<file path="config.mk">
export PLATFORM = sky130hd
export DESIGN_NAME = svpwm_duty
export DESIGN_NICKNAME = d
export VERILOG_FILES = /design/src/rtl/core/svpwm_pkg.sv /design/src/rtl/core/svpwm_duty.sv
export SDC_FILE = /design/constraint.sdc
export NUM_CORES = 2
export LEC_CHECK = 0
export BUFFER_PORTS_ARGS = -buffer_cell sky130_fd_sc_hd__buf_2
export CORE_AREA = 4 4 449 451
export CTS_BUF_LIST = sky130_fd_sc_hd__clkbuf_2
export DETAILED_ROUTE_END_ITERATION = 12
export DIE_AREA = 0 0 453 455
export SLEW_MARGIN = 5
export SYNTH_ARGS = -nofsm -noshare
export SYNTH_HDL_FRONTEND = slang
export SYNTH_SLANG_ARGS = --single-unit
</file>
<file path="constraint.sdc">
create_clock -name clock -period 20.4 [get_ports clock]
set_input_delay 2.04 -clock clock [delete_from_list [all_inputs] [get_ports clock]]
set_output_delay 2.04 -clock clock [all_outputs]
set_load 0.005 [all_outputs]
</file>
<file path="src/rtl/core/svpwm_pkg.sv">
`timescale 1ns / 1ps
// Shared types, widths and codes for the SVPWM duty and compare pipeline
package svpwm_pkg;

   // Number formats
   localparam int ANGLE_BITS    = 16;
   localparam int FRAC_BITS     = 15;
   localparam int SIN_FRAC      = 30;              // in-sector fraction and sine are Q30
   localparam int M_W           = FRAC_BITS + 1;   // modulation index, one inclusive
   localparam int G_W           = 32;              // sine polynomial accumulator
   localparam int DUTY_W        = 16;
   localparam int PERIOD_W      = 16;
   localparam int SECTOR_COUNT  = 6;

   localparam logic [M_W-1:0] M_ONE = M_W'(1) << FRAC_BITS;

   // Status codes
   localparam logic [1:0] STATUS_OK          = 2'd0;
   localparam logic [1:0] STATUS_INDEX_HIGH  = 2'd1;
   localparam logic [1:0] STATUS_PERIOD_ZERO = 2'd2;

   typedef struct packed {
      logic               func;
      logic [15:0]        angle;
      logic [15:0]        mod_depth;
      logic signed [15:0] alpha_voltage;
      logic signed [15:0] beta_voltage;
   } svpwm_req_type;

   typedef struct packed {
      logic [DUTY_W-1:0] duty_a;
      logic [DUTY_W-1:0] duty_b;
      logic [DUTY_W-1:0] duty_c;
      logic [2:0]        sector;
      logic [15:0]       compare_a;
      logic [15:0]       compare_b;
      logic [15:0]       compare_c;
      logic [1:0]        status;
   } svpwm_rsp_type;

   // Sector and in-sector fraction, found on entry
   typedef struct packed {
      logic                oob;
      logic [2:0]          sector;
      logic [SIN_FRAC-1:0] u;
   } svpwm_geo_type;

   // After the magnitude unit
   typedef struct packed {
      svpwm_geo_type  geo;
      logic [M_W-1:0] m;
   } svpwm_mag_type;

   // After the sine unit
   typedef struct packed {
      logic           oob;
      logic [2:0]     sector;
      logic [M_W-1:0] m;
      logic [G_W-1:0] g1;
      logic [G_W-1:0] g2;
   } svpwm_sine_type;

   // After the duty unit
   typedef struct packed {
      logic              oob;
      logic [2:0]        sector;
      logic [DUTY_W-1:0] duty_a;
      logic [DUTY_W-1:0] duty_b;
      logic [DUTY_W-1:0] duty_c;
   } svpwm_duty_type;

endpackage

</file>
<file path="src/rtl/core/svpwm_duty.sv">
`timescale 1ns / 1ps
// Active and zero vector times, seven-segment phase duties in Q15
module svpwm_duty
   import svpwm_pkg::*;
(
   input  logic           clock,
   input  logic           reset,
   input  logic           en,
   input  logic           in_valid,
   input  svpwm_sine_type in_data,
   output logic           out_valid,
   output svpwm_duty_type out_data
);

   localparam int T_W  = 34;                 // Q32 times with headroom
   localparam int MP_W = M_W + G_W + 2;
   localparam logic [T_W-1:0] T_ONE = T_W'(1) << 32;
   localparam logic [T_W:0]   HALF_LSB = (T_W+1)'(1) << (31 - FRAC_BITS);

   typedef struct packed {
      logic           oob;
      logic [2:0]     sector;
      logic [T_W-1:0] t1;
      logic [T_W-1:0] t2;
      logic [T_W-1:0] sum;
      logic [T_W-1:0] t0;
   } time_type;

   logic [2:0]     vld_ff;
   time_type       d0_ff;
   time_type       d0_in;
   time_type       d1_ff;
   time_type       d1_in;
   svpwm_duty_type d2_ff;
   svpwm_duty_type d2_in;

   // Q32 duty to Q15, rounding half up, saturated at one
   function automatic logic [DUTY_W-1:0] to_duty(input logic [T_W-1:0] x);
      logic [T_W:0] r;
      r = ({1'b0, x} + HALF_LSB) >> (32 - FRAC_BITS);
      if (r > (T_W+1)'(M_ONE)) begin
         to_duty = DUTY_W'(M_ONE);
      end else begin
         to_duty = DUTY_W'(r);
      end
   endfunction

   // Times: m * 4g >> FRAC_BITS
   always_comb begin
      logic [MP_W-1:0] p1;
      logic [MP_W-1:0] p2;
      p1           = MP_W'(in_data.m) * MP_W'({in_data.g1, 2'b00});
      p2           = MP_W'(in_data.m) * MP_W'({in_data.g2, 2'b00});
      d0_in.oob    = in_data.oob;
      d0_in.sector = in_data.sector;
      d0_in.t1     = T_W'(p1 >> FRAC_BITS);
      d0_in.t2     = T_W'(p2 >> FRAC_BITS);
      d0_in.sum    = '0;
      d0_in.t0     = '0;
   end

   // Zero time. T1+T2 stays below one for any index up to one, so no rescale.
   always_comb begin
      d1_in     = d0_ff;
      d1_in.sum = d0_ff.t1 + d0_ff.t2;
      d1_in.t0  = (d1_in.sum >= T_ONE) ? '0 : (T_ONE - d1_in.sum) >> 1;
   end

   // Phase on-times by sector
   always_comb begin
      logic [T_W-1:0] hi;
      logic [T_W-1:0] one_a;
      logic [T_W-1:0] one_b;
      logic [T_W-1:0] xa;
      logic [T_W-1:0] xb;
      logic [T_W-1:0] xc;
      hi    = d1_ff.sum + d1_ff.t0;
      one_a = d1_ff.t1 + d1_ff.t0;
      one_b = d1_ff.t2 + d1_ff.t0;
      case (d1_ff.sector)
         3'd0: begin
            xa = hi;       xb = one_b;    xc = d1_ff.t0;
         end
         3'd1: begin
            xa = one_a;    xb = hi;       xc = d1_ff.t0;
         end
         3'd2: begin
            xa = d1_ff.t0; xb = hi;       xc = one_b;
         end
         3'd3: begin
            xa = d1_ff.t0; xb = one_a;    xc = hi;
         end
         3'd4: begin
            xa = one_b;    xb = d1_ff.t0; xc = hi;
         end
         default: begin
            xa = hi;       xb = d1_ff.t0; xc = one_a;
         end
      endcase
      d2_in.oob    = d1_ff.oob;
      d2_in.sector = d1_ff.sector;
      d2_in.duty_a = to_duty(xa);
      d2_in.duty_b = to_duty(xb);
      d2_in.duty_c = to_duty(xc);
   end

   always_ff @(posedge clock) begin
      if (reset) begin
         vld_ff <= '0;
      end else if (en) begin
         vld_ff <= {vld_ff[1:0], in_valid};
      end
   end

   always_ff @(posedge clock) begin
      if (en) begin
         d0_ff <= d0_in;
         d1_ff <= d1_in;
         d2_ff <= d2_in;
      end
   end

   assign out_valid = vld_ff[2];
   assign out_data  = d2_ff;

endmodule

</file>
### Word level (Yosys, flattened, before mapping)

Cells that the tools add are included.

* bits in latches: 0
* output and inout port bits: 53
* RAM bits: 0
* input bits: 88
* word-level logic and storage cells: 43
* memories kept: 0
* bits in read-only memories: 0
* bits in registers: 267

* multiply operators: 2
* equality and inequality tests: 4
* div/mod/pow operators: 0
* magnitude comparators: 4
* $add $sub $neg: 8
* reductions and logical operators: 5
* bitwise logic cells: 0
* shift operators: 0
* mux-type cells: 3

Operators with widths (count)
* $pmux W34 S3: 3
* $add A34 B34 Y34: 4
* $add A34 B17 Y35 const B: 3
* $mul A16 B32 Y47: 2
* $gt A18 B16 Y1 const B: 3
* $ge A34 B33 Y1 const B: 1
* $sub A33 B34 Y34 const A: 1
* $reduce_or A2 Y1: 4
* $eq A3 B2 Y1 const B: 2
* $eq A3 B1 Y1 const B: 1
* $eq A3 B3 Y1 const B: 1
* $logic_not A3 Y1: 1

### Longest topological paths before layout

* word-level depth: 5
* mapped depth: 29
* depth with buffers taken out: 27

### Worst setup path after synthesis

No wires, ideal clock.

* kind: input -> register
* start point: in in_data[71] (netlist name)
* end point: reg d0_ff[101] (netlist name) (data pin)
* setup time: 260 ps
* slack: 11799 ps
* required time: 20140 ps
* stages: 27
* arrival time: 8342 ps
* cells stage by stage: clkbuf_1 -> clkbuf_1 -> nand2_1 -> fa_1 -> inv_1 -> fa_1 -> inv_1 -> fa_1 -> inv_1 -> fa_1 -> fa_1 -> inv_1 -> fa_1 -> inv_1 -> ha_1 -> a21o_1 -> a21o_1 -> a21oi_1 -> o2bb2ai_1 -> a31oi_1 -> o31ai_1 -> nand4_1 -> a31oi_1 -> a221o_1 -> o41ai_1 -> o21ba_2 -> xnor2_1

RTL lines
* start, declared: RTL line svpwm_duty.sv:10 `input svpwm_sine_type in_data,`
* end signal, assigned: RTL line svpwm_duty.sv:117 `d0_ff <= d0_in;`
* end, declared: RTL line svpwm_duty.sv:30 `time_type d0_ff;`

==> run metrics <==
Clock Sink Count 266; Top Family by Delay on Critical Path adder cells; Layout area overhead 8.11%; Starting Density 0.249; Post-synth ARST share 0; CP Launch Type input port; Synth cell types 114; Tot GR Track Use 0.142; Hold Crit Depth 0; Core Box Area 0.197 mm2; Tmin final 8950 ps; ANT nets after route 0; post-DP HPWL 114000 um; Post-Syn Nets 6640; Setup Buffers After CTS 0; max_slew headroom 0.0932; number of buffers created by CTS 66; register area share after synthesis 0.162; Critical Path RT 21300 ps; first drt pass iteration count 6; Max-Cap Viols 0; Root Buffer clkbuf_2; Yosys reg bits 266; clock-pin slew on the worst setup and hold paths 110 ps; hold_sp d0_ff[137]; CTS Buffer Depth 3; number of flops mapped to enable cells by yosys 263; most frequent cell after synthesis inv_1; Buf/Inv on CP 7; r2r setup slk 14400 ps; slew of the pin with the lowest slew margin 1330 ps; Hold Crit Class register to register; Largest stage delay, worst path 680 ps; clock skew 186 ps; slowest CP cell o31ai_1; die width 453 um; Syn Inst Count 5360; Setup WS post-layout 11450 ps; reg2reg path depth 15; status finished, final reports clean; worst endpoint data arrival time 9850 ps; CTS tree yes; yosys warns 0; depth of the CTS H-tree 3; achievable clock frequency 112 MHz; placed cell areas 0.0525 mm2; worst slack, placed 10290 ps; RSZ-0062 raised after global routing no; std cell rows 163; CP Capture Type register; TNS Setup 0 ps; routed vias 38.1k; Worst R2R Start d1_ff[16]; Placer Congestion 0.932; final setup fails 0; most used cell, CP fa_1; die extent in y 455 um; drt via density 4.72; Worst R2R End out_data[21]; Post-CTS Resized 0; I/O pin cnt 141; WL/cell 18.2 um; initial drt markers 2700; Die ar. 0.206 mm2; multi-input logic area 0.0367 mm2; Nets 6649; Final Hold Vio Count 0; top_reg_cell synth edfxtp_1; synth top area cells fa_1, edfxtp_1, ha_1, inv_1, nand2_1; pin count of the biggest net entering global routing 73; layout cells sized above 1 0.0615; clk_lat worst skew 1160 ps; final period utilization 0.439; GRT overflow 0; CP max FO 36; area share of the largest cell type after synthesis 0.340; fillers 21.0k; PortBufs 140; critical path class input port to register; Mapped Avg Cell Area 9.16 um2; first-pass GRT wire length 230000 um; vias in the first global route 40.0k; Register Area 0.00796 mm2; antenna violations before repair 31; final WL 147000 um; cell accounting for the most synthesized area fa_1; hold_buf cts 0; design area 0.0531 mm2; Max Slew Vio Count 0; worst hold endpoint d1_ff[137]; Post-route DRC 0; commonest cells in the netlist inv_1, fa_1, nand2_1; area of the mapped netlist 0.0491 mm2
-- per-layer routing --
layer  global-route usage  wire (um)  share of wire  vias to the layer above
met5                    0         41        0.00028                        -
met4               0.0335       3110          0.021                        6
met3               0.0269      12300          0.084                      256
met2                0.229      66100           0.45                     1525
met1                0.198      65200           0.44                    19096
li1                     -          -              -                    17168
-- how the worst max path moves through the flow --
stage	startpoint	endpoint	slack, ps	cells past startpoint
after detailed placement	in_data[72]	d0_ff[101]	10290	27
after global placement	in_data[72]	d0_ff[101]	10280	27
after CTS	in_data[72]	d0_ff[101]	11620	27
after global routing	in_data[72]	d0_ff[101]	11190	27
after floorplan	in_data[71]	d0_ff[101]	11800	27
final	in_data[72]	d0_ff[101]	11450	27
-- sequential cells by signal (all words and copies together) (netlist names) --
| name | count |
|---|---|
| vld_ff | 3 |
| out_data | 52 |
| d0_ff | 72 |
| d1_ff | 139 |
-- cells in the final DEF (no fill, tap or decap), types with 76 or more instances in the layout --
master | netlist | routed
clkbuf_2 | 0 | 85
inv_1 | 937 | 937
and2_1 | 442 | 442
ha_1 | 359 | 359
nand2_1 | 782 | 782
xor2_1 | 76 | 76
buf_2 | 14 | 139
xnor2_1 | 109 | 109
o21ai_0 | 107 | 107
fa_1 | 833 | 833
a21oi_1 | 173 | 173
edfxtp_1 | 263 | 263
nor2_1 | 245 | 245
nor3_1 | 78 | 78
-- cell type report --
type,count,area share
Tap cell,2640,0.0622
Timing Repair Buffer,173,0.0181
Antenna cell,12,0.000566
Multi-Input combinational cell,3922,0.692
Inverter,940,0.0665
Sequential cell,266,0.150
Clock inverter,27,0.00318
Clock buffer,85,0.00801
-- logic make-up after synthesis --
kind of cell,Yosys count,synth area share
other cells,1,0.0000764
flops,266,0.162
compound gates,683,0.0961
fa+ha+maj,1194,0.431
simple gates,1831,0.181
xor+xnor,185,0.0330
mux,28,0.00581
buf+inv,1172,0.0903
-- through the flow --
stage                      util  hold WS, ps  std cells
after global placement    0.266          408       7941
after detailed placement  0.266          411       7941
after global routing      0.269          328       8060
final                     0.269          287       8065
after CTS                 0.269          320       8053
after floorplan               -          400       5360
Power is left out: the tool's default activity adds up to more than one toggle a clock period on the data nets, which glitch-free logic cannot reach.
