==> src/rtl/core/svpwm_pkg.sv <==
`timescale 1ns / 1ps
// Shared types, widths and codes for the SVPWM duty and compare pipeline
package svpwm_pkg;

   // Number formats
   localparam int ANGLE_BITS    = 16;
   localparam int FRAC_BITS     = 15;
   localparam int SIN_FRAC      = 30;              // in-sector fraction and sine are Q30
   localparam int M_W           = FRAC_BITS + 1;   // modulation index, one inclusive
   localparam int G_W           = 32;              // sine polynomial accumulator
   localparam int DUTY_W        = 16;
   localparam int PERIOD_W      = 16;
   localparam int SECTOR_COUNT  = 6;

   localparam logic [M_W-1:0] M_ONE = M_W'(1) << FRAC_BITS;

   // Status codes
   localparam logic [1:0] STATUS_OK          = 2'd0;
   localparam logic [1:0] STATUS_INDEX_HIGH  = 2'd1;
   localparam logic [1:0] STATUS_PERIOD_ZERO = 2'd2;

   typedef struct packed {
      logic               func;
      logic [15:0]        angle;
      logic [15:0]        mod_depth;
      logic signed [15:0] alpha_voltage;
      logic signed [15:0] beta_voltage;
   } svpwm_req_type;

   typedef struct packed {
      logic [DUTY_W-1:0] duty_a;
      logic [DUTY_W-1:0] duty_b;
      logic [DUTY_W-1:0] duty_c;
      logic [2:0]        sector;
      logic [15:0]       compare_a;
      logic [15:0]       compare_b;
      logic [15:0]       compare_c;
      logic [1:0]        status;
   } svpwm_rsp_type;

   // Sector and in-sector fraction, found on entry
   typedef struct packed {
      logic                oob;
      logic [2:0]          sector;
      logic [SIN_FRAC-1:0] u;
   } svpwm_geo_type;

   // After the magnitude unit
   typedef struct packed {
      svpwm_geo_type  geo;
      logic [M_W-1:0] m;
   } svpwm_mag_type;

   // After the sine unit
   typedef struct packed {
      logic           oob;
      logic [2:0]     sector;
      logic [M_W-1:0] m;
      logic [G_W-1:0] g1;
      logic [G_W-1:0] g2;
   } svpwm_sine_type;

   // After the duty unit
   typedef struct packed {
      logic              oob;
      logic [2:0]        sector;
      logic [DUTY_W-1:0] duty_a;
      logic [DUTY_W-1:0] duty_b;
      logic [DUTY_W-1:0] duty_c;
   } svpwm_duty_type;

endpackage

==> src/rtl/core/svpwm_cmp.sv <==
`timescale 1ns / 1ps
// Centre-aligned compare values, status and the response register
module svpwm_cmp
   import svpwm_pkg::*;
(
   input  logic                clock,
   input  logic                reset,
   input  logic                en,
   input  logic                in_valid,
   input  svpwm_duty_type      in_data,
   input  logic [PERIOD_W-1:0] period,
   output logic                out_valid,
   output svpwm_rsp_type       out_data
);

   localparam int PR_W = DUTY_W + PERIOD_W;
   localparam int TK_W = PR_W - FRAC_BITS;

   logic                c0_valid_ff;
   svpwm_duty_type      c0_ff;
   logic [PERIOD_W-1:0] tick_ff [3];
   logic [PERIOD_W-1:0] tick_in [3];
   logic                rsp_valid_ff;
   svpwm_rsp_type       rsp_ff;
   svpwm_rsp_type       rsp_in;
   logic [DUTY_W-1:0]   duty [3];

   assign duty[0] = in_data.duty_a;
   assign duty[1] = in_data.duty_b;
   assign duty[2] = in_data.duty_c;

   // On-ticks per phase, capped at the period
   always_comb begin
      logic [PR_W-1:0] p;
      logic [TK_W-1:0] t;
      for (int i = 0; i < 3; i++) begin
         p = PR_W'(duty[i]) * PR_W'(period);
         t = TK_W'(p >> FRAC_BITS);
         if (t > TK_W'(period)) begin
            tick_in[i] = period;
         end else begin
            tick_in[i] = PERIOD_W'(t);
         end
      end
   end

   // Compares and status; index out of bounds zeroes all of the response but the status
   always_comb begin
      rsp_in = '0;
      if (c0_ff.oob) begin
         rsp_in.status = STATUS_INDEX_HIGH;
      end else begin
         rsp_in.duty_a = c0_ff.duty_a;
         rsp_in.duty_b = c0_ff.duty_b;
         rsp_in.duty_c = c0_ff.duty_c;
         rsp_in.sector = c0_ff.sector;
         if (period == '0) begin
            rsp_in.status = STATUS_PERIOD_ZERO;
         end else begin
            rsp_in.compare_a = (period - tick_ff[0]) >> 1;
            rsp_in.compare_b = (period - tick_ff[1]) >> 1;
            rsp_in.compare_c = (period - tick_ff[2]) >> 1;
            rsp_in.status    = STATUS_OK;
         end
      end
   end

   always_ff @(posedge clock) begin
      if (reset) begin
         c0_valid_ff  <= 1'b0;
         rsp_valid_ff <= 1'b0;
      end else if (en) begin
         c0_valid_ff  <= in_valid;
         rsp_valid_ff <= c0_valid_ff;
      end
   end

   always_ff @(posedge clock) begin
      if (en) begin
         c0_ff <= in_data;
         for (int i = 0; i < 3; i++) begin
            tick_ff[i] <= tick_in[i];
         end
         rsp_ff <= rsp_in;
      end
   end

   assign out_valid = rsp_valid_ff;
   assign out_data  = rsp_ff;

endmodule

==> config.mk <==
export PLATFORM = sky130hd
export DESIGN_NAME = svpwm_cmp
export DESIGN_NICKNAME = d
export VERILOG_FILES = /design/src/rtl/core/svpwm_pkg.sv /design/src/rtl/core/svpwm_cmp.sv
export SDC_FILE = /design/constraint.sdc
export NUM_CORES = 2
export LEC_CHECK = 0
export ABC_CLOCK_PERIOD_IN_PS = 11600
export BUFFER_PORTS_ARGS = -buffer_cell sky130_fd_sc_hd__buf_2
export CORE_MARGIN = 4
export CORE_UTILIZATION = 34
export CTS_CLUSTER_SIZE = 20
export DETAILED_ROUTE_END_ITERATION = 16
export PLACE_DENSITY_LB_ADDON = 0.08
export SETUP_SLACK_MARGIN = 0.4
export SLEW_MARGIN = 10
export SYNTH_ARGS = -nofsm -noshare
export SYNTH_HDL_FRONTEND = slang
export SYNTH_SLANG_ARGS = --single-unit
==> constraint.sdc <==
create_clock -name clock -period 11.6 [get_ports clock]
set_input_delay 0.58 -clock clock [delete_from_list [all_inputs] [get_ports clock]]
set_output_delay 0.58 -clock clock [all_outputs]
set_load 0.02 [all_outputs]
# After elaboration in Yosys (flattened, before gate mapping)

Memory sizes are Yosys's and may differ from the RTL's.
Index checks and enable logic that the tools add are counted.

Add/subtract/negate cells: 3
Multiply operators: 3
Magnitude comparators: 3
Multiplexer cells: 6
Reductions and logical operators: 2

Operator list:

| operator                                                   | count |
|---|---|
| 16-bit by 16-bit multiplier with 32-bit output             | 3 |
| 17-bit by 16-bit greater-than comparator with 1-bit output | 3 |
| 16-bit 2-to-1 mux                                          | 3 |
| 16-bit subtractor                                          | 3 |
| 16-bit zero test                                           | 1 |
| 1-bit 2-to-1 mux                                           | 2 |
| 2-bit 2-to-1 mux                                           | 1 |
| 2-bit OR reduction                                         | 1 |

Register bits: 155
Bits in writable memories: 48
Bits of input ports: 72
Output and inout port bits: 102
Word-level logic and storage cells: 36
Memories: 1

Memory list:

| name    | words | bits a word | rd ports | clocked after Yosys merged registers in | wr ports | RTL line        | source |
|---|---|---|---|---|---|---|---|
| tick_ff | 3     | 16          | 3        | 0                                       | 3        | svpwm_cmp.sv:21 | `logic [PERIOD_W-1:0] tick_ff [3];` |

# Longest topological paths before layout

Word-level depth: 3
Gate-level depth with buffers: 37
Gate-level depth less buffers: 33

# Least setup slack after synthesis

No wires, ideal clock.

Path type: input -> register
Start: in period[2]
End: mem tick_ff[0][10] (data pin)
Setup time: 260 ps
Data arrival time: 8,165 ps
Required time: 11,340 ps
Slack: 3,176 ps
Stages on the path: 35
Path buffers: 4
Cells stage by stage: clkbuf_1 > clkbuf_1 > nand2_1 > fa_1 > fa_1 > fa_1 > fa_1 > inv_1 > fa_1 > inv_1 > fa_1 > inv_1 > ha_1 > nand3_1 > a211oi_1 > a22oi_1 > o211ai_1 > a221o_1 > a21oi_1 > o21ai_0 > nor2_1 > xnor2_1 > ha_1 > nand4_1 > nor2_1 > nand3_1 > a211oi_1 > a2111oi_0 > a221oi_1 > nor2_1 > o211ai_1 > o21a_1 > buf_2 > buf_6 > mux2_2

RTL lines:

| item        | RTL line        | source |
|---|---|---|
| from (decl) | svpwm_cmp.sv:11 | `input logic [PERIOD_W-1:0] period,` |
| to (decl)   | svpwm_cmp.sv:21 |  |

==> results.md <==
* Routed via count at 23760
* Transition time of the tightest slew-check pin at 0.9977 ns
* RePlAce Congestion at 0.7987
* Post-synth EDFFs at 198
* Max stage delay on crit path at 0.67 ns
* Rel. slew slack at 33.48%
* Hold WC Path Type: primary input to register
* Clk buf depth at 2
* Final worst slack at 2.427 ns
* Clk_skew at 0.01614 ns
* Worst R2R Start: tick_ff[0][16]
* Crit path top cell by count: fa_1
* Hold-fix buffers at CTS at 0
* Synth Area in Compound Gates at 4.740%
* Starting Density at 34.38%
* Main synth FF type: edfxtp_1
* Fillers at 10260
* CP Data Arrival Time at 9.44 ns
* Post-CTS Resized at 0
* Post-Syn Instances at 3580
* RSZ-0062 raised after global routing: no
* Seq cells post-synth at 200
* Outcome: finished, final reports clean
* Core Area at 100300 um2
* Routed Wire Length at 102.1 mm
* Avg Cell Area, Syn at 9.630 um2
* Dpl hpwl at 76.30 mm
* Vias/cell at 4.743
* Main combinational cell family by area after synthesis: adder cells
* Most frequent cells in the layout: inv_1 (765), fa_1 (582), nand2_1 (445)
* Multiplexer area fraction after synthesis at 1.742%
* Iteration-0 DRC Markers at 1125
* R2R depth at 12
* Clock Sinks at 200
* Hold_sp: in_data[50]
* Die area at 106600 um2
* Netlist cell types at 67
* Maximum clock rate at 0.1090 GHz
* Critical-path top delay cell: o21a_1
* Num CTS Buffers at 17
* CP required at 11.87 ns
* Synth top area cells: fa_1 (34%), edfxtp_1 (17%), ha_1 (14%), inv_1 (8.3%), and2_1 (6.3%)
* Drt drc at 0
* Fin nets at 4686
* Largest net degree at the start of global routing at 76
* Tmin final at 9.173 ns
* Rows at 116
* Slew Limit Fails at 0
* Clk Tree Root Cell: clkbuf_16
* Sequential standard cell area at 5986 um2
* Initial antenna violation count at 4
* Pre-CTS WS at 1.814 ns
* Most common cell after layout, fill and taps aside: inv_1
* Initial DRT Pass Iterations at 5
* Mapped cell area at 34480 um2
* Worst r2r dst: out_data[31]
* # setup viols final at 0
* Worst hold endpoint: c0_ff[50]
* Footprint of the multi-input gates at 24980 um2
* Clock-pin slew on the worst setup and hold paths at 0.09 ns
* Worst Setup End Kind: register
* First-pass GRT wire length at 159.3 mm
* I/O pin total at 174
* Aggregate global-route resource usage at 19.72%
* Antenna Nets Post-Route at 0
* Cell taking the most area after synthesis: fa_1
* Hold Path Depth at 1
* Worst skew pair latency at 0.51 ns
* Adder-cell area share of the yosys netlist at 48.06%
* Final hold vios at 0
* Post-CTS Setup Inserts at 0
* I/O Buffers at 170
* Setup Total Neg Slack at 0 ns
* Warnings from Yosys at 0
* Grt ovf at 0
* CTS tree: built
* Die H at 326.4 um
* Number of global-route vias before repair at 25280
* Area Growth Syn to Fin at 7.995%
* Ys async rst share at 0%
* Yosys top cell area share at 33.80%
* H-tree depth at 4
* Drt wl/cell at 20.37 um
* Simple-gate share of the synthesized area at 15.89%
* Max_cap viols at 0
* Die Width at 326.4 um
* Share of post-route cells with drive strength above 1 at 7.859%
* Worst-path fanout max at 29
* Startpoint Class: primary input
* Flop2flop setup slack at 8.57 ns
* Worst setup path startpoint: period[9]
* Final Cycle Share at 79.08%
* Part of the Yosys area used for sequential elements at 17.36%
* Kind of critical path: primary input to register
* Post-synthesis xor/xnor area fraction at 1.982%
[how the worst max path moves through the flow]
stage                      to  cells after the start
2_1_floorplan  tick_ff[0][10]                     35
3_3_place_gp   tick_ff[0][35]                     29
3_5_place_dp   tick_ff[0][11]                     34
4_1_cts        tick_ff[0][11]                     34
5_1_grt         tick_ff[0][6]                     32
6_report        tick_ff[0][9]                     32
[state kept, by name, summed over array words and instances, names as in the netlist]
register     cells
out_valid        1
c0_ff           52
tick_ff         48
out_data        98
c0_valid_ff      1
[cell type report]
class / count / area share (%)
Clock buffer: 17 / 1.143
Multi-Input combinational cell: 2456 / 67.09
Antenna cell: 1 / 0.006721
Timing Repair Buffer: 199 / 2.930
Inverter: 765 / 7.712
Clock inverter: 15 / 0.4806
Tap cell: 1357 / 4.560
Sequential cell: 200 / 16.08
[critical path, delay by kind of cell]
kind                     cells  cell delay, ns
XOR/XNOR                     1            0.21
multiplexers                 1            0.42
buffers and inverters        4            0.79
AO/OA/AOI/OAI               12            3.17
AND/OR/NAND/NOR              6            0.61
adder cells (fa/ha/maj)      8            3.62
[cell usage after synthesis, types with 4 or more instances]
master,number
nand4_1,20
xnor2_1,39
a211oi_1,10
and2_1,348
nor2b_1,78
edfxtp_1,198
fa_1,582
nor4_1,4
nand2_1,445
a211o_1,4
a21o_1,29
o21bai_1,12
a31oi_1,4
a2111oi_0,5
a41oi_1,4
clkbuf_1,151
nor2_1,94
mux2_2,35
o21ai_0,45
nor3_1,35
nand3_1,25
xor2_1,39
nor3b_1,6
o211ai_1,16
or3_1,4
a21oi_1,79
inv_1,765
o21a_1,9
mux2i_1,6
nand2b_1,15
ha_1,393
mux2_4,9
and3_1,21
[cells by family after synthesis]
group | Yosys count
and+or+nand+nor | 1100
AOI/OAI and AO/OA | 249
xor gates and xnor gates | 78
other | 1
muxes | 51
DFF | 200
buffers and inverters | 926
adders and majority gates | 975
[metal layers]
metal | part of all wire (%) | global-route usage (%)
met2 | 45 | 31.12
met5 | 0 | 0
met3 | 3.4 | 2.021
met4 | 0.82 | 3.025
met1 | 51 | 29.86
[stage by stage]
step / cell area [um2] / utilization (%) / hold WS [ns] / std cells
global route: 37230 / 37.12 / 0.2148 / 5009
detailed placement: 36630 / 36.52 / 0.4865 / 4977
floorplan: 34480 / - / 0.4601 / 3582
finish: 37230 / 37.12 / 0.2319 / 5010
global placement: 36630 / 36.52 / 0.4910 / 4977
CTS: 37230 / 37.12 / 0.1910 / 5009
Power is left out: the tool's default activity adds up to more than one toggle a clock period on the data nets, which glitch-free logic cannot reach.
