<file path="config.mk">
export PLATFORM = sky130hd
export DESIGN_NAME = svpwm_mag
export DESIGN_NICKNAME = d
export VERILOG_FILES = /design/src/rtl/core/svpwm_pkg.sv /design/src/rtl/core/svpwm_mag.sv
export SDC_FILE = /design/constraint.sdc
export NUM_CORES = 2
export LEC_CHECK = 0
export BUFFER_PORTS_ARGS = -buffer_cell sky130_fd_sc_hd__buf_2
export CORE_MARGIN = 2
export CORE_UTILIZATION = 45
export CTS_BUF_LIST = sky130_fd_sc_hd__clkbuf_16
export CTS_CLUSTER_DIAMETER = 50
export CTS_CLUSTER_SIZE = 10
export DETAILED_ROUTE_END_ITERATION = 12
export GPL_TIMING_DRIVEN = 0
export HOLD_SLACK_MARGIN = 0.03
export MAX_ROUTING_LAYER = met4
export PLACE_DENSITY_LB_ADDON = 0.2
export SLEW_MARGIN = 10
export SYNTH_ARGS = -nofsm -noshare
export SYNTH_HDL_FRONTEND = slang
export SYNTH_SLANG_ARGS = --single-unit
export TNS_END_PERCENT = 5
</file>
<file path="constraint.sdc">
create_clock -name clock -period 8 [get_ports clock]
set_input_delay 1.6 -clock clock [delete_from_list [all_inputs] [get_ports clock]]
set_output_delay 1.6 -clock clock [all_outputs]
set_load 0.005 [all_outputs]
</file>
<file path="src/rtl/core/svpwm_pkg.sv">
`timescale 1ns / 1ps
// Shared types, widths and codes for the SVPWM duty and compare pipeline
package svpwm_pkg;

   // Number formats
   localparam int ANGLE_BITS    = 16;
   localparam int FRAC_BITS     = 15;
   localparam int SIN_FRAC      = 30;              // in-sector fraction and sine are Q30
   localparam int M_W           = FRAC_BITS + 1;   // modulation index, one inclusive
   localparam int G_W           = 32;              // sine polynomial accumulator
   localparam int DUTY_W        = 16;
   localparam int PERIOD_W      = 16;
   localparam int SECTOR_COUNT  = 6;

   localparam logic [M_W-1:0] M_ONE = M_W'(1) << FRAC_BITS;

   // Status codes
   localparam logic [1:0] STATUS_OK          = 2'd0;
   localparam logic [1:0] STATUS_INDEX_HIGH  = 2'd1;
   localparam logic [1:0] STATUS_PERIOD_ZERO = 2'd2;

   typedef struct packed {
      logic               func;
      logic [15:0]        angle;
      logic [15:0]        mod_depth;
      logic signed [15:0] alpha_voltage;
      logic signed [15:0] beta_voltage;
   } svpwm_req_type;

   typedef struct packed {
      logic [DUTY_W-1:0] duty_a;
      logic [DUTY_W-1:0] duty_b;
      logic [DUTY_W-1:0] duty_c;
      logic [2:0]        sector;
      logic [15:0]       compare_a;
      logic [15:0]       compare_b;
      logic [15:0]       compare_c;
      logic [1:0]        status;
   } svpwm_rsp_type;

   // Sector and in-sector fraction, found on entry
   typedef struct packed {
      logic                oob;
      logic [2:0]          sector;
      logic [SIN_FRAC-1:0] u;
   } svpwm_geo_type;

   // After the magnitude unit
   typedef struct packed {
      svpwm_geo_type  geo;
      logic [M_W-1:0] m;
   } svpwm_mag_type;

   // After the sine unit
   typedef struct packed {
      logic           oob;
      logic [2:0]     sector;
      logic [M_W-1:0] m;
      logic [G_W-1:0] g1;
      logic [G_W-1:0] g2;
   } svpwm_sine_type;

   // After the duty unit
   typedef struct packed {
      logic              oob;
      logic [2:0]        sector;
      logic [DUTY_W-1:0] duty_a;
      logic [DUTY_W-1:0] duty_b;
      logic [DUTY_W-1:0] duty_c;
   } svpwm_duty_type;

endpackage

</file>
<file path="src/rtl/core/svpwm_mag.sv">
`timescale 1ns / 1ps
// Sector split and modulation magnitude: squares, divide by three, pipelined square root
module svpwm_mag
   import svpwm_pkg::*;
(
   input  logic          clock,
   input  logic          reset,
   input  logic          en,
   input  logic          in_valid,
   input  svpwm_req_type in_data,
   output logic          out_valid,
   output svpwm_mag_type out_data
);

   localparam int ANG6_W = ANGLE_BITS + 3;
   localparam int RAD_W  = 2 * FRAC_BITS;
   localparam int REM_W  = FRAC_BITS + 2;
   localparam logic [34:0] CLAMP_LIM = 35'(3) << (2 * FRAC_BITS);
   localparam logic [31:0] RECIP3    = 32'hAAAA_AAAB;   // floor(x/3) = (x*RECIP3) >> 33

   typedef struct packed {
      svpwm_geo_type    geo;
      logic             use_root;
      logic [M_W-1:0]   m_fixed;
      logic [RAD_W-1:0] rad;
      logic [REM_W-1:0] rem;
      logic [FRAC_BITS-1:0] root;
   } sq_stage_type;

   // stage 1 registers
   logic                 s1_valid_ff;
   svpwm_geo_type        s1_geo_ff;
   logic                 s1_func_ff;
   logic [15:0]          s1_idx_ff;
   logic [31:0]          s1_sqa_ff;
   logic [31:0]          s1_sqb_ff;
   // stage 2 registers
   logic                 s2_valid_ff;
   svpwm_geo_type        s2_geo_ff;
   logic                 s2_use_root_ff;
   logic [M_W-1:0]       s2_m_fixed_ff;
   logic [31:0]          s2_rad4_ff;
   // divide result and root digit stages
   logic [FRAC_BITS:0]   sq_valid_ff;
   sq_stage_type         sq_ff [FRAC_BITS+1];
   sq_stage_type         sq_in [FRAC_BITS+1];

   logic [ANGLE_BITS-1:0] ang;
   logic [ANG6_W-1:0]     ang6;
   svpwm_geo_type         geo_in;
   logic signed [31:0]    sqa_s;
   logic signed [31:0]    sqb_s;
   logic [32:0]           sum_s;
   logic [34:0]           x4;
   logic                  clamp;
   logic [63:0]           quot;

   // Entry: sector, fraction within the sector, index range check, squares
   always_comb begin
      ang           = ANGLE_BITS'(in_data.angle);
      ang6          = ANG6_W'(ang) * ANG6_W'(SECTOR_COUNT);
      geo_in.oob    = !in_data.func && (32'(in_data.mod_depth) > 32'(M_ONE));
      geo_in.sector = ang6[ANG6_W-1 -: 3];
      geo_in.u      = SIN_FRAC'(ang6[ANGLE_BITS-1:0]) << (SIN_FRAC - ANGLE_BITS);
   end

   assign sqa_s = in_data.alpha_voltage * in_data.alpha_voltage;
   assign sqb_s = in_data.beta_voltage * in_data.beta_voltage;

   // Clamp test on |V|^2 against three quarters
   always_comb begin
      sum_s = 33'(s1_sqa_ff) + 33'(s1_sqb_ff);
      x4    = {sum_s, 2'b00};
      clamp = (x4 >= CLAMP_LIM);
   end

   // Divide by three and one root digit per stage
   always_comb begin
      logic [REM_W+1:0] rem_t;
      logic [REM_W+1:0] trial;
      quot             = (64'(s2_rad4_ff) * 64'(RECIP3)) >> 33;
      sq_in[0].geo      = s2_geo_ff;
      sq_in[0].use_root = s2_use_root_ff;
      sq_in[0].m_fixed  = s2_m_fixed_ff;
      sq_in[0].rad      = RAD_W'(quot);
      sq_in[0].rem      = '0;
      sq_in[0].root     = '0;
      for (int k = 0; k < FRAC_BITS; k++) begin
         sq_in[k+1]     = sq_ff[k];
         rem_t          = {sq_ff[k].rem, sq_ff[k].rad[RAD_W-1 -: 2]};
         trial          = (REM_W+2)'({sq_ff[k].root, 2'b01});
         sq_in[k+1].rad = sq_ff[k].rad << 2;
         if (rem_t >= trial) begin
            sq_in[k+1].rem  = REM_W'(rem_t - trial);
            sq_in[k+1].root = {sq_ff[k].root[FRAC_BITS-2:0], 1'b1};
         end else begin
            sq_in[k+1].rem  = REM_W'(rem_t);
            sq_in[k+1].root = {sq_ff[k].root[FRAC_BITS-2:0], 1'b0};
         end
      end
   end

   // Valid bits
   always_ff @(posedge clock) begin
      if (reset) begin
         s1_valid_ff <= 1'b0;
         s2_valid_ff <= 1'b0;
         sq_valid_ff <= '0;
      end else if (en) begin
         s1_valid_ff <= in_valid;
         s2_valid_ff <= s1_valid_ff;
         sq_valid_ff <= {sq_valid_ff[FRAC_BITS-1:0], s2_valid_ff};
      end
   end

   // Payload
   always_ff @(posedge clock) begin
      if (en) begin
         s1_geo_ff      <= geo_in;
         s1_func_ff     <= in_data.func;
         s1_idx_ff      <= in_data.mod_depth;
         s1_sqa_ff      <= 32'(sqa_s);
         s1_sqb_ff      <= 32'(sqb_s);
         s2_geo_ff      <= s1_geo_ff;
         s2_use_root_ff <= s1_func_ff & ~clamp;
         s2_m_fixed_ff  <= s1_func_ff ? M_ONE : M_W'(s1_idx_ff);
         s2_rad4_ff     <= x4[31:0];
         for (int k = 0; k <= FRAC_BITS; k++) begin
            sq_ff[k] <= sq_in[k];
         end
      end
   end

   assign out_valid    = sq_valid_ff[FRAC_BITS];
   assign out_data.geo = sq_ff[FRAC_BITS].geo;
   assign out_data.m   = sq_ff[FRAC_BITS].use_root ? M_W'(sq_ff[FRAC_BITS].root)
                                                   : sq_ff[FRAC_BITS].m_fixed;

endmodule

</file>
Word level (Yosys, flattened, before mapping)
Memory sizes are Yosys's and may differ from the RTL's.
Cells that the tools add are included.

storage, ports and cells
  bits in registers = 184
  bits in latches = 0
  RAM bits = 1808
  ROM bits = 0
  input bits = 69
  output and inout port bits = 51
  word-level logic and storage cells = 76
  memories = 1

memories
  memory  depth  bits a word  read ports  clocked after memory_dff  write ports  line             source
  sq_ff   16     113          16          0                         16           svpwm_mag.sv:45  sq_stage_type sq_ff [FRAC_BITS+1];

operators by class
  add/subtract/negate cells = 16
  multipliers = 4
  div/mod/pow operators = 0
  $lt $le $gt $ge = 17
  eq/ne operators = 0
  shift operators = 0
  mux-type cells = 18
  bitwise gates (word level) = 2
  reductions and logical operators = 2

operator list
  cell                      count
  $mux W32                  15
  $ge A19 B17 Y1            15
  $sub A17 B17 Y17          15
  $mul A16 B16 Y32          2
  $mul A30 B32 Y61 const B  1
  $ge A35 B32 Y1 const B    1
  $add A32 B32 Y33          1
  $mul A16 B2 Y18 const B   1
  $gt A16 B16 Y1 const B    1
  $mux W16                  1
  $mux W1                   2
  $and A1 B1 Y1             1
  $logic_and A1 B1 Y1       1
  $logic_not A1 Y1          1
  $not A1 Y1                1

Longest topological paths before layout
  depth in word-level cells = 4
  gate-level depth with buffers = 27
  mapped depth without buffers = 26

Least setup slack after synthesis
OpenSTA, ideal clock, no wires.

  path type = input to register
  from = input in_data[31] (netlist name)
  to = register s1_sqa_ff[31] (data pin)
  setup time = 0.260 ns
  arrival time = 7.328 ns
  data required time = 7.740 ns
  slack = 0.412 ns
  stages on the path = 24
  buffers on the path = 2
  cell sequence = clkbuf_1 > clkbuf_1 > nand2_1 > inv_1 > fa_1 > fa_1 > inv_1 > fa_1 > fa_1 > inv_1 > fa_1 > inv_1 > fa_1 > inv_1 > ha_1 > a21oi_1 > nor2_1 > nor2_1 > o21bai_1 > a211oi_1 > o211ai_1 > a221oi_1 > o21bai_1 > xnor2_1

on the way
  cells in the longest elaborated chain, start to end = 1

RTL lines
  what                  line              source
  from (decl)           svpwm_mag.sv:10   input svpwm_req_type in_data,
  $mul A16 B16 Y32      svpwm_mag.sv:67   assign sqa_s = in_data.alpha_voltage * in_data.alpha_voltage;
  named net sqa_s[31]   svpwm_mag.sv:51   logic signed [31:0] sqa_s;
  to (signal assigned)  svpwm_mag.sv:122  s1_sqa_ff <= 32'(sqa_s);
  to (decl)             svpwm_mag.sv:35   logic [31:0] s1_sqa_ff;

The timed path passes the listed nets, and every way through them passes these cells.
A chain may end at the register's enable or synchronous reset.

==> results.py <==
metrics = {
    "grt": {
        "grt_first_pass_wirelength_mm": 232,
        "globalRouteTotalUtil": 0.168,
        "globalRouteOverflowTotal": 0,
        "largest_net_degree_at_the_start_of_global_routing": 158,
        "vias_in_the_first_global_route": 45100,
        "antenna_found_initial": 4,
    },
    "detailed_routing": {
        "final_routed_drc_violation_total": 0,
        "first_iter_violations": 2115,
        "drt.antenna.violating_nets": 0,
        "drt_first_pass_iters": 5,
        "post_detailed_routing_wire_length_mm": 142,
        "routed_via_count_divided_by_cell_count": 4.92,
        "routedWlPerCell_um": 16.4,
        "vias": 42700,
    },
    "synthesis": {
        "synth_area_per_cell_um2": 13.3,
        "netlist_instances": 5963,
        "synth_commonest_cells": "1320 x sky130_fd_sc_hd__edfxtp_1, 1082 x sky130_fd_sc_hd__inv_1, 695 x sky130_fd_sc_hd__fa_1",
        "number_of_enable_type_register_cells_in_the_synthesized_netlist": 1320,
        "ys_dominant_reg_cell": "sky130_fd_sc_hd__edfxtp_1",
        "synthDistinctLibCells": 84,
        "synth-async-reset-ratio": 0,
        "synth_area_um2": 79400,
        "yosys_top_cell_by_area": "sky130_fd_sc_hd__edfxtp_1",
        "synth_top_cells_by_area": "sky130_fd_sc_hd__edfxtp_1 50%, sky130_fd_sc_hd__fa_1 18%, sky130_fd_sc_hd__ha_1 10%",
        "warnings_synthesis": 0,
        "yosysTopAreaCellShare": 0.499,
        "ys_seq_elements": 1338,
        "proportion_of_synthesized_chip_area_in_sequential_cells": 0.504,
        "most_frequently_used_cell_type_in_the_post_synthesis_netlist": "sky130_fd_sc_hd__edfxtp_1",
    },
    "critical_path": {
        "critical_path_peak_fanout": 4,
        "worst-setup-path-type": "reg2reg",
        "critical_path.endpoint": "sq_ff[0][59]",
        "cp_data_arrival_time_ns": 8.37,
        "reg_to_reg_critical_path_endpoint": "sq_ff[0][59]",
        "timing.critical_path.to_type": "flip-flop",
        "worstSetupStartpoint": "s2_rad4_ff[14]",
        "reg2regPathDepth": 22,
        "critical_path.slowest_cell": "sky130_fd_sc_hd__fa_2",
        "critical_path.max_stage_delay_ns": 0.67,
        "critical_path.startpoint_type": "flip-flop",
        "regToRegSetupSlack_ns": 0.17,
        "regToRegStartpoint": "s2_rad4_ff[14]",
        "most_common_cell_type_on_the_critical_path": "sky130_fd_sc_hd__fa_1",
        "worst_ep_required_time_ns": 8.55,
        "timing.critical_path.cells": "ha_1 > ha_2 > inv_1 > fa_2 > clkinvlp_4 > buf_4 > fa_1 > fa_1 > fa_1 > fa_1 > fa_1 > ha_1 > o21ai_0 > o221ai_1 > a41oi_2 > o21ai_2 > o2bb2ai_1 > a2111o_1 > a31oi_4 > o31a_4 > nor4b_1 > a311o_1",
    },
    "sta": {
        "slew-limit-headroom": 0.380,
        "finalMaxSlewViolations": 0,
        "max_slew.worst_pin.slew_ns": 0.930,
        "timing.final.crit_share": 0.979,
        "finalWorstSetupSlack_ns": 0.172,
        "finalHoldViolCount": 0,
        "setup_viol": 0,
        "setup_tns_ns": 0,
        "min_period_ns": 7.83,
        "clock_skew_ns": 0.0526,
        "unrepaired_setup_endpoints_after_global_routing": "yes",
        "max_freq_ghz": 0.128,
    },
    "clock_tree": {
        "numClockSinks": 1338,
        "clkLatencyLatePin_ns": 0.80,
        "clk_path_buf_depth": 3,
        "numCtsBuffers": 166,
        "ctsHoldBuffers": 0,
        "cts_tree": "yes",
        "cts.clk_slew.worst_paths_ns": 0.05,
        "h-tree-depth": 4,
        "cell_chosen_for_the_clock_root": "sky130_fd_sc_hd__clkbuf_16",
    },
    "floorplanning": {
        "initial_utilization": 0.452,
        "dieArea_um2": 180000,
        "floorplan.core_area_um2": 176000,
        "rows": 154,
        "io_pins": 120,
        "horiz_die_dim_um": 424,
        "die-height_um": 424,
    },
    "layout": {
        "area.growth.synth_to_final_pct": 11.1,
        "n_fill_cell": 15100,
        "nets": 7670,
        "final_layout_size_suffix_gt1_frac": 0.0740,
        "layout.cells.non_filler": 8675,
    },
    "placement": {
        "final_weighted_congestion_of_routability_driven_global_placement": 0.899,
        "hpwlAfterDp_mm": 110,
        "pre_cts_slack_ns": -1.21,
        "dp.cells": 8425,
        "port-buffer-count": 98,
    },
    "job": {
        "maxCapViolations": 0,
    },
    "worst_hold_path": {
        "hold_path.class": "reg2reg",
    },
    "status": {
        "run_status": "finished clean",
    },
}
## layout make-up
cell class	instances	area (um^2)	share of cell area
Multi-Input combinational cell	3443	34900	0.395
Clock buffer	167	4180	0.0474
Tap cell	2340	2930	0.0332
Sequential cell	1338	40000	0.453
Antenna cell	1	2.50	0.0000284
Inverter	1082	4070	0.0461
Clock inverter	67	714	0.00810
Buffer	113	579	0.00657
Timing Repair Buffer	124	881	0.00998
## per-stage QoR
| stage | util | hold WS [ns] | instance area (um^2) |
|---|---|---|---|
| 2_1_floorplan | - | 0.400 | 79500 |
| 3_3_place_gp | 0.472 | 0.400 | 82900 |
| 3_5_place_dp | 0.473 | 0.405 | 83100 |
| 4_1_cts | 0.501 | 0.375 | 88100 |
| 5_1_grt | 0.502 | 0.377 | 88200 |
| 6_report | 0.502 | 0.384 | 88200 |
## worst min path at each step
stage / startpoint / depth (start not counted) / end / slack [ns]
after floorplan: s1_geo_ff[15] / 0 / s2_geo_ff[15] / 0.40
after global placement: sq_ff[1][107] / 0 / sq_ff[1][220] / 0.40
after detailed placement: s1_geo_ff[22] / 0 / s2_geo_ff[22] / 0.40
after CTS: sq_ff[3][72] / 0 / sq_ff[3][185] / 0.37
after global routing: sq_ff[1][164] / 0 / sq_ff[2][53] / 0.38
final: sq_ff[3][65] / 0 / sq_ff[3][178] / 0.38
## registers in the layout (all words and copies together), names as in the netlist
register / count
s1_idx_ff: 16
s1_func_ff: 1
s2_valid_ff: 1
sq_valid_ff: 16
sq_ff: 1156
s1_sqa_ff: 31
s2_m_fixed_ff: 16
s2_use_root_ff: 1
s2_geo_ff: 19
s2_rad4_ff: 30
s1_valid_ff: 1
s1_sqb_ff: 31
s1_geo_ff: 19
## timing repair
action / CTS / global route
setup buffers: 2 / 15
endpoints found under the setup margin: 16 / 21
gates resized for setup: 14 / 31
pin swaps: 2 / 5
## routing by layer
metal	routed length, um	share of wire	track usage	vias to the layer above
met4	5780	0.041	0.0703	0
li1	-	-	-	20700
met2	73600	0.52	0.290	619
met3	4650	0.033	0.0253	256
met1	58300	0.41	0.195	21100
met5	0	0	-	-
## worst max-delay path, delay by kind of cell, from the launching register on
| kind | cells | cell delay (ns) |
|---|---|---|
| fa+ha+maj | 9 | 4.30 |
| flops | 1 | 0.47 |
| buf+inv | 3 | 0.52 |
| compound gates | 9 | 2.24 |
| simple gates | 1 | 0.05 |
## cell usage in the layout (no fill, tap or decap), drive strengths merged, types with 16 or more instances in the layout
master / n
edfxtp: 1320
inv: 1116
fa: 695
ha: 638
nand2: 284
nor2: 235
clkbuf: 235
a21oi: 209
xnor2: 202
buf: 169
o21ai: 155
xor2: 123
and2: 117
a21o: 90
nor3: 79
nor2b: 62
nand2b: 56
o21a: 52
nand3: 44
nor4: 34
nand4: 29
o21bai: 27
mux2: 26
mux2i: 23
clkinv: 23
o31ai: 22
or2: 22
or3: 21
and3: 19
dfxtp: 18
conb: 16
a211oi: 16
## logic make-up after synthesis
logic type	Yosys count	share of synthesized area
and+or+nand+nor	1040	0.0647
adders and majority gates	1334	0.276
muxes	49	0.00659
DFF	1338	0.504
xor gates and xnor gates	325	0.0358
AOI/OAI and AO/OA	679	0.0549
buffers and inverters	1197	0.0583
other	1	0.0000472
Power is not shown: default switching activity piles up to over one toggle a cycle in this logic, so the estimate is an artifact.
